### config.mk
export PLATFORM = sky130hd
export DESIGN_NAME = boosted_piecewise_linear_curve_map_top
export DESIGN_NICKNAME = d
export VERILOG_FILES = /design/src/rtl/core/bplcm_pkg.sv /design/src/rtl/core/bplcm_div.sv /design/src/rtl/core/boosted_piecewise_linear_curve_map_top.sv
export SDC_FILE = /design/constraint.sdc
export NUM_CORES = 2
export LEC_CHECK = 0
export BUFFER_PORTS_ARGS = -buffer_cell sky130_fd_sc_hd__buf_2
export CAP_MARGIN = 40
export CELL_PAD_IN_SITES_DETAIL_PLACEMENT = 1
export CELL_PAD_IN_SITES_GLOBAL_PLACEMENT = 1
export CORE_MARGIN = 3
export CORE_UTILIZATION = 45
export DETAILED_ROUTE_END_ITERATION = 10
export PLACE_DENSITY_LB_ADDON = 0.3
export SETUP_SLACK_MARGIN = 0.02
export SLEW_MARGIN = 40
export SYNTH_ARGS = -nofsm -noshare
export SYNTH_HDL_FRONTEND = slang
export SYNTH_SLANG_ARGS = --single-unit
export TNS_END_PERCENT = 10
### constraint.sdc
create_clock -name clk_i -period 11.8 [get_ports clk_i]
set_input_delay 1.77 -clock clk_i [delete_from_list [all_inputs] [get_ports clk_i]]
set_output_delay 1.77 -clock clk_i [all_outputs]
set_load 0.005 [all_outputs]
### src/rtl/core/bplcm_pkg.sv
// shared types and constants for the boosted piecewise-linear curve map
// used by bplcm_div and boosted_piecewise_linear_curve_map_top
package bplcm_pkg;

  localparam int unsigned BREAKPOINT_COUNT_DEF = 8;
  localparam int unsigned SLOT_COUNT           = 8;
  localparam int unsigned SLOT_IDX_W           = 3;
  localparam int unsigned SEG_W                = 4;
  localparam int unsigned DATA_W               = 16;
  localparam int unsigned CFG_IDX_W            = 3;
  localparam int unsigned CFG_DATA_W           = 64;
  localparam int unsigned OUT_TDATA_W          = 24;
  localparam int unsigned DIV_STEPS            = 16;
  localparam int unsigned DIV_CNT_W            = 4;

  localparam logic signed [16:0] CHANGE_LIMIT = 17'sd1229;

  typedef enum logic [2:0] {
    CFG_BP_LO  = 3'd0,
    CFG_BP_HI  = 3'd1,
    CFG_TGT_LO = 3'd2,
    CFG_TGT_HI = 3'd3,
    CFG_GAIN   = 3'd4
  } cfg_idx_e;

  typedef enum logic [2:0] {
    ST_IDLE,
    ST_BOOST,
    ST_SUM,
    ST_SEARCH,
    ST_MUL,
    ST_START,
    ST_DIV,
    ST_DONE
  } state_e;

  typedef struct packed {
    logic        start;
    logic [31:0] dividend;
    logic [15:0] divisor;
  } div_req_t;

  typedef struct packed {
    logic        done;
    logic [15:0] quotient;
  } div_sts_t;

endpackage

### src/rtl/core/bplcm_div.sv
// serial restoring divider, 32-bit dividend by 16-bit divisor, one bit a cycle
// quotient is known to fit 16 bits; depends on bplcm_pkg
module bplcm_div (
  input  logic                clk_i,
  input  logic                rst_ni,
  input  bplcm_pkg::div_req_t req_i,
  output bplcm_pkg::div_sts_t sts_o
);

  logic [15:0]                     rem_q, rem_d;
  logic [15:0]                     low_q, low_d;
  logic [15:0]                     div_q;
  logic [bplcm_pkg::DIV_CNT_W-1:0] cnt_q;
  logic                            busy_q;
  logic                            done_q;
  logic [16:0]                     shifted;
  logic [17:0]                     trial;
  logic                            ge;

  always_comb begin
    shifted = {rem_q, low_q[15]};
    trial   = {1'b0, shifted} - {2'b00, div_q};
    ge      = ~trial[17];
    rem_d   = ge ? trial[15:0] : shifted[15:0];
    low_d   = {low_q[14:0], ge};
  end

  always_ff @(posedge clk_i or negedge rst_ni) begin
    if (!rst_ni) begin
      busy_q <= 1'b0;
      done_q <= 1'b0;
      cnt_q  <= '0;
    end else begin
      done_q <= 1'b0;
      if (req_i.start) begin
        busy_q <= 1'b1;
        cnt_q  <= bplcm_pkg::DIV_CNT_W'(bplcm_pkg::DIV_STEPS - 1);
      end else if (busy_q) begin
        cnt_q <= cnt_q - 1'b1;
        if (cnt_q == '0) begin
          busy_q <= 1'b0;
          done_q <= 1'b1;
        end
      end
    end
  end

  always_ff @(posedge clk_i) begin
    if (req_i.start) begin
      rem_q <= req_i.dividend[31:16];
      low_q <= req_i.dividend[15:0];
      div_q <= req_i.divisor;
    end else if (busy_q) begin
      rem_q <= rem_d;
      low_q <= low_d;
    end
  end

  assign sts_o.done     = done_q;
  assign sts_o.quotient = low_q;

endmodule

### src/rtl/core/boosted_piecewise_linear_curve_map_top.sv
// Boosted piecewise-linear curve map: one signed Q4.12 sample in, one mapped
// word out. A word that needs the interpolation goes from acceptance to result in these steps:
// - the boost is set up through one shared 18x18 multiplier
// - a search of one breakpoint per cycle
// - the interpolation product on the same multiplier
// - a 16-step bit-serial divide by the segment width, with its start and finish
// - the output register is loaded
// A zero magnitude on a zero-width first segment skips the product and the divide. A magnitude
// beyond all breakpoints also skips them. The input side is ready only while the sequencer is
// idle, which is the cycle after a result is loaded. A finished result waits in the output
// register while the next word is taken. The sequencer holds in its last step while that
// register is still full.
// Depends on bplcm_pkg and bplcm_div.
module boosted_piecewise_linear_curve_map_top #(
  parameter int unsigned BREAKPOINT_COUNT = bplcm_pkg::BREAKPOINT_COUNT_DEF
) (
  input  logic                                clk_i,
  input  logic                                rst_ni,
  input  logic                                cfg_we_i,
  input  logic [bplcm_pkg::CFG_IDX_W-1:0]     cfg_index_i,
  input  logic [bplcm_pkg::CFG_DATA_W-1:0]    cfg_data_i,
  input  logic                                s_axis_tvalid_i,
  output logic                                s_axis_tready_o,
  // error_sample [15:0]
  input  logic [bplcm_pkg::DATA_W-1:0]        s_axis_tdata_i,
  output logic                                m_axis_tvalid_o,
  input  logic                                m_axis_tready_i,
  // mapped_curvature [15:0], segment_index [19:16], zero_width_flag [20], zero [23:21]
  output logic [bplcm_pkg::OUT_TDATA_W-1:0]   m_axis_tdata_o
);

  localparam logic [bplcm_pkg::SEG_W-1:0] SEG_LAST = bplcm_pkg::SEG_W'(BREAKPOINT_COUNT);

  bplcm_pkg::state_e state_q, state_d;

  logic [15:0]        bp_q  [bplcm_pkg::SLOT_COUNT];
  logic [15:0]        tgt_q [bplcm_pkg::SLOT_COUNT];
  logic signed [15:0] gain_q;
  logic signed [15:0] prev_q;
  logic signed [15:0] sample_q;
  logic signed [11:0] change_q;
  logic signed [35:0] prod_q;
  logic               neg_q;
  logic               zero_q;
  logic [15:0]        mag_q;
  logic [bplcm_pkg::SEG_W-1:0] idx_q;
  logic [15:0]        lo_bp_q;
  logic [15:0]        lo_t_q;
  logic [15:0]        width_q;
  logic signed [16:0] diff_q;
  logic [15:0]        off_q;
  logic signed [16:0] quo_q;
  logic               zw_q;

  logic signed [15:0] out_curv_q;
  logic [bplcm_pkg::SEG_W-1:0] out_seg_q;
  logic               out_zw_q;
  logic               m_valid_q;

  logic               s_accept;
  logic               out_free;
  logic               out_load;
  logic               mul_sel_interp;
  logic signed [17:0] mul_a, mul_b;
  logic signed [35:0] mul_p;
  logic signed [16:0] change_raw;
  logic signed [11:0] change_clamp;
  logic signed [17:0] boosted;
  logic [17:0]        boosted_abs;
  logic [15:0]        cur_bp, cur_t;
  logic               at_end;
  logic               step_on;
  logic [35:0]        prod_abs;
  logic signed [17:0] res_raw;
  logic signed [18:0] res_signed;
  logic signed [15:0] res_sat;

  bplcm_pkg::div_req_t div_req;
  bplcm_pkg::div_sts_t div_sts;

  bplcm_div u_div (
    .clk_i  (clk_i),
    .rst_ni (rst_ni),
    .req_i  (div_req),
    .sts_o  (div_sts)
  );

  assign s_accept = s_axis_tvalid_i && s_axis_tready_o;
  assign out_free = !m_valid_q || m_axis_tready_i;

  // datapath helpers
  always_comb begin
    change_raw = {s_axis_tdata_i[15], s_axis_tdata_i} - {prev_q[15], prev_q};
    if (change_raw > bplcm_pkg::CHANGE_LIMIT) begin
      change_clamp = 12'(bplcm_pkg::CHANGE_LIMIT);
    end else if (change_raw < -bplcm_pkg::CHANGE_LIMIT) begin
      change_clamp = 12'(-bplcm_pkg::CHANGE_LIMIT);
    end else begin
      change_clamp = change_raw[11:0];
    end

    mul_a = mul_sel_interp ? {diff_q[16], diff_q} : {{2{gain_q[15]}}, gain_q};
    mul_b = mul_sel_interp ? {2'b00, off_q} : {{6{change_q[11]}}, change_q};
    mul_p = mul_a * mul_b;

    boosted     = {{2{sample_q[15]}}, sample_q} + prod_q[29:12];
    boosted_abs = boosted[17] ? -boosted : boosted;

    cur_bp  = bp_q[idx_q[bplcm_pkg::SLOT_IDX_W-1:0]];
    cur_t   = tgt_q[idx_q[bplcm_pkg::SLOT_IDX_W-1:0]];
    at_end  = (idx_q == SEG_LAST);
    step_on = mag_q > cur_bp;

    prod_abs = prod_q[35] ? 36'(-prod_q) : 36'(prod_q);

    res_raw = $signed({2'b00, lo_t_q}) + {quo_q[16], quo_q};
    if (zero_q) begin
      res_signed = '0;
    end else if (neg_q) begin
      res_signed = -{res_raw[17], res_raw};
    end else begin
      res_signed = {res_raw[17], res_raw};
    end
    if (res_signed > 19'sd32767) begin
      res_sat = 16'sh7fff;
    end else if (res_signed < -19'sd32768) begin
      res_sat = 16'sh8000;
    end else begin
      res_sat = res_signed[15:0];
    end
  end

  // next state
  always_comb begin
    state_d = state_q;
    case (state_q)
      bplcm_pkg::ST_IDLE: begin
        if (s_axis_tvalid_i) state_d = bplcm_pkg::ST_BOOST;
      end
      bplcm_pkg::ST_BOOST: state_d = bplcm_pkg::ST_SUM;
      bplcm_pkg::ST_SUM:   state_d = bplcm_pkg::ST_SEARCH;
      bplcm_pkg::ST_SEARCH: begin
        if (at_end) begin
          state_d = bplcm_pkg::ST_DONE;
        end else if (!step_on) begin
          state_d = (cur_bp == lo_bp_q) ? bplcm_pkg::ST_DONE : bplcm_pkg::ST_MUL;
        end
      end
      bplcm_pkg::ST_MUL:   state_d = bplcm_pkg::ST_START;
      bplcm_pkg::ST_START: state_d = bplcm_pkg::ST_DIV;
      bplcm_pkg::ST_DIV: begin
        if (div_sts.done) state_d = bplcm_pkg::ST_DONE;
      end
      bplcm_pkg::ST_DONE: begin
        if (out_free) state_d = bplcm_pkg::ST_IDLE;
      end
      default: state_d = bplcm_pkg::ST_IDLE;
    endcase
  end

  // sequencer outputs
  always_comb begin
    s_axis_tready_o  = 1'b0;
    mul_sel_interp   = 1'b0;
    out_load         = 1'b0;
    div_req.start    = 1'b0;
    div_req.dividend = prod_abs[31:0];
    div_req.divisor  = width_q;
    case (state_q)
      bplcm_pkg::ST_IDLE:  s_axis_tready_o = 1'b1;
      bplcm_pkg::ST_MUL:   mul_sel_interp  = 1'b1;
      bplcm_pkg::ST_START: div_req.start   = 1'b1;
      bplcm_pkg::ST_DONE:  out_load        = out_free;
      default: ;
    endcase
  end

  always_ff @(posedge clk_i or negedge rst_ni) begin
    if (!rst_ni) begin
      state_q   <= bplcm_pkg::ST_IDLE;
      m_valid_q <= 1'b0;
      prev_q    <= '0;
      gain_q    <= '0;
      for (int k = 0; k < bplcm_pkg::SLOT_COUNT; k++) begin
        bp_q[k]  <= '0;
        tgt_q[k] <= '0;
      end
    end else begin
      state_q <= state_d;
      if (out_load) begin
        m_valid_q <= 1'b1;
      end else if (m_axis_tready_i) begin
        m_valid_q <= 1'b0;
      end
      if (s_accept) prev_q <= s_axis_tdata_i;
      if (cfg_we_i) begin
        case (bplcm_pkg::cfg_idx_e'(cfg_index_i))
          bplcm_pkg::CFG_BP_LO: begin
            for (int k = 0; k < 4; k++) bp_q[k] <= cfg_data_i[16*k +: 16];
          end
          bplcm_pkg::CFG_BP_HI: begin
            for (int k = 0; k < 4; k++) bp_q[k+4] <= cfg_data_i[16*k +: 16];
          end
          bplcm_pkg::CFG_TGT_LO: begin
            for (int k = 0; k < 4; k++) tgt_q[k] <= cfg_data_i[16*k +: 16];
          end
          bplcm_pkg::CFG_TGT_HI: begin
            for (int k = 0; k < 4; k++) tgt_q[k+4] <= cfg_data_i[16*k +: 16];
          end
          bplcm_pkg::CFG_GAIN: gain_q <= cfg_data_i[15:0];
          default: ;
        endcase
      end
    end
  end

  always_ff @(posedge clk_i) begin
    case (state_q)
      bplcm_pkg::ST_IDLE: begin
        if (s_accept) begin
          sample_q <= s_axis_tdata_i;
          change_q <= change_clamp;
        end
      end
      bplcm_pkg::ST_BOOST: prod_q <= mul_p;
      bplcm_pkg::ST_SUM: begin
        neg_q   <= boosted[17];
        zero_q  <= (boosted == '0);
        mag_q   <= boosted_abs[15:0];
        idx_q   <= '0;
        lo_bp_q <= '0;
        lo_t_q  <= '0;
      end
      bplcm_pkg::ST_SEARCH: begin
        if (at_end) begin
          quo_q <= '0;
          zw_q  <= 1'b0;
        end else if (step_on) begin
          lo_bp_q <= cur_bp;
          lo_t_q  <= cur_t;
          idx_q   <= idx_q + 1'b1;
        end else begin
          width_q <= cur_bp - lo_bp_q;
          diff_q  <= $signed({1'b0, cur_t}) - $signed({1'b0, lo_t_q});
          off_q   <= mag_q - lo_bp_q;
          quo_q   <= '0;
          zw_q    <= (cur_bp == lo_bp_q);
        end
      end
      bplcm_pkg::ST_MUL: prod_q <= mul_p;
      bplcm_pkg::ST_DIV: begin
        if (div_sts.done) begin
          quo_q <= prod_q[35] ? -$signed({1'b0, div_sts.quotient})
                              : $signed({1'b0, div_sts.quotient});
        end
      end
      default: ;
    endcase
    if (out_load) begin
      out_curv_q <= res_sat;
      out_seg_q  <= idx_q;
      out_zw_q   <= zw_q;
    end
  end

  assign m_axis_tvalid_o = m_valid_q;
  assign m_axis_tdata_o  = {3'b000, out_zw_q, out_seg_q, out_curv_q};

  a_accept_starts: assert property (@(posedge clk_i) disable iff (!rst_ni)
    s_accept |=> state_q == bplcm_pkg::ST_BOOST)
    else $error("accepted word did not start the sequencer");

  a_div_done_in_div: assert property (@(posedge clk_i) disable iff (!rst_ni)
    div_sts.done |-> state_q == bplcm_pkg::ST_DIV)
    else $error("divider finished outside the divide step");

  a_seg_range: assert property (@(posedge clk_i) disable iff (!rst_ni)
    m_valid_q |-> out_seg_q <= SEG_LAST)
    else $error("segment index beyond breakpoint count");

  a_zero_width: assert property (@(posedge clk_i) disable iff (!rst_ni)
    (m_valid_q && out_zw_q) |-> (out_curv_q == '0 && out_seg_q == '0))
    else $error("zero-width segment with nonzero result");

endmodule

==> impl_metrics.yaml <==
cts:
  htreeDepth: 2
  cts_made_buffers: 59
  cts_resized: 0
  cts.sinks: 549
  cts_tree: "done"
  cts.clk_slew.worst_paths_ps: 70
  insertion_delay_ps: 660
  clock_path_buffers: 3
  ctsHoldBuffers: 0
  post_cts_buffers: 0
  root_buffer: "clkbuf_16"
timing:
  slew_headroom_pct: 41.8
  clock_skew_ps: 35.5
  slew_violations: 0
  fmax_mhz: 115
  rsz0062_at_grt: "no"
  worst_pin_slew_ps: 849
  tns_ps: 0
  timing.final.crit_share_pct: 73.6
  setup_viol: 0
  period_minus_slack_ps: 8680
  hold_viol_final: 0
drt:
  firstDrtPassIters: 5
  drcViolationCount: 0
  post_drt_via_cell_ratio: 5.62
  routedWlPerCell_um: 23.7
  drtIter0Drc: 2062
  routed_wl_um: 120000
  vias: 28543
  route.antenna.remaining_nets: 0
setup_path:
  crit_fanout: 68
  worstSetupStartpoint: "state_q[2]"
  critPathLaunchType: "register"
  arrival_ps: 9080
  rr_endpoint: "prod_q[35]"
  crit_path_end_kind: "register"
  path_buf_inv: 7
  path_class: "register to register"
  cp.depth: 26
  r2r_setup_slack_ps: 3120
  r2r_start: "state_q[2]"
  r2r_cells: 26
  crit_slowest_cell: "nand2_1"
  cp-endpoint: "prod_q[35]"
  cp_data_required_time_ps: 12200
  worst_path_most_repeated_cell: "fa_1"
  cpPeakStageDelay_ps: 650
  crit_family: "adder cells"
placed_design:
  hpwl_um: 93400
  place.gp.congestion: 0.926
  portBuffers: 110
status:
  status: "completed"
finish:
  syn2layout_area_growth_pct: 10.2
  drive_above_1_share_pct: 18.3
  final_nets: 4488
synth:
  syn_inst: 3746
  synthTopCellsByCount: "538 x inv_1, 325 x fa_1, 314 x mux2_2"
  synth_area_leaders: "edfxtp_1 18%, dfrtp_1 18%, fa_1 16%"
  synth_top_flop_cell: "dfrtp_1"
  synth.most_common_cell: "inv_1"
  seq_area_frac_synth_pct: 36.3
  ys_ff_latch: 549
  synthesis.area_um2: 41300
  async_flop_share_pct: 54.3
  yosysWarnings: 0
  synth_edf_count: 251
  syn_area_per_cell_um2: 11.0
  synth_top_cell_area_share_pct: 18.2
  yosysUniqueCellTypes: 86
  yosysTopAreaCell: "edfxtp_1"
grt:
  grt_pass1_vias: 31120
  met1_usage_pct: 33.2
  grt_overflow_total: 0
  grtUsageMet3_pct: 3.56
  grt_usage_pct: 25.6
  met2_usage_pct: 44.3
  busiest_layer: "met2"
  grt_max_degree: 98
  antenna_found_initial: 15
  grt_pass1_wl_um: 186000
die:
  dieArea_um2: 95500
  rows: 110
  die_w_um: 309
  core-area_um2: 90600
  ios: 114
  initial_core_util_pct: 45.6
  die_h_um: 309
run:
  drv_cap: 0
min_path:
  holdCritPathClass: "register to register"
-- routing by layer --
metal  vias up  routed length, µm
met1     14787              50300
met4         6               4660
met3       213               5930
met5         -                 34
li1      12901                  -
met2       636              59500
-- logic make-up after synthesis --
kind of cell	Yosys count	share of synthesized area, %
other cells	1	0.00907
buf+inv	664	6.12
simple gates	885	9.74
mux	445	13.7
fa+ha+maj	551	22.6
flops	549	36.3
xor+xnor	184	3.90
compound gates	467	7.71
-- through the flow --
step | utilization, % | setup slack (ps) | cells | instance area (µm²) | hold WS [ps]
after floorplan | - | 3730 | 3748 | 41300 | 400
after global placement | 47.8 | 3170 | 4958 | 43300 | 401
after detailed placement | 48.0 | 3110 | 4962 | 43500 | 408
after CTS | 50.2 | 3060 | 5072 | 45500 | 419
after global routing | 50.3 | 2660 | 5076 | 45500 | 439
final | 50.3 | 3120 | 5082 | 45600 | 414
-- area by class of cell --
| type | count | area, µm² |
|---|---|---|
| diodes | 8 | 20.0 |
| clock buffers | 74 | 1620 |
| clock inverters | 36 | 383 |
| fillers | 9706 | 45000 |
| inverters | 540 | 2030 |
| multi-input cells | 2535 | 24000 |
| flip-flops and latches | 549 | 15000 |
| well taps | 1176 | 1470 |
| repair buffers | 164 | 1050 |
-- registers in the layout, indices dropped and copies added (netlist names), 17 cells and up --
signal  count
diff_q     17
bp_q      128
quo_q      17
tgt_q     128
prod_q     33
-- cells in the final DEF (no fill, tap or decap), types with 15 or more instances in the layout --
| cell type | count |
|---|---|
| inv_1 | 538 |
| dfrtp_1 | 298 |
| nand3_1 | 35 |
| and2_1 | 38 |
| a21o_1 | 22 |
| xnor2_1 | 117 |
| o31ai_1 | 28 |
| o21ai_0 | 132 |
| nand2b_1 | 32 |
| a211oi_1 | 15 |
| xor2_1 | 67 |
| nor2_1 | 299 |
| clkbuf_16 | 60 |
| edfxtp_1 | 251 |
| a21boi_0 | 16 |
| nor2b_1 | 34 |
| o21a_1 | 28 |
| mux2_2 | 314 |
| nand2_1 | 299 |
| mux2i_1 | 56 |
| or3_1 | 17 |
| buf_4 | 41 |
| buf_2 | 109 |
| or4_1 | 15 |
| mux4_2 | 64 |
| fa_1 | 325 |
| a21oi_1 | 88 |
| ha_1 | 226 |
| nor3_1 | 41 |
-- worst min-delay path by stage --
stage,from,end,slack (ps),cells past startpoint
floorplan,zw_q,out_zw_q,400,0
global placement,width_q[4],u_div.div_q[4],400,0
detailed placement,width_q[6],u_div.div_q[6],410,0
CTS,width_q[1],u_div.div_q[1],420,0
global route,width_q[4],u_div.div_q[4],440,0
finish,width_q[1],u_div.div_q[1],410,0
Power is left out: the tool's default activity adds up to more than one toggle a clock period on the data nets, which glitch-free logic cannot reach.
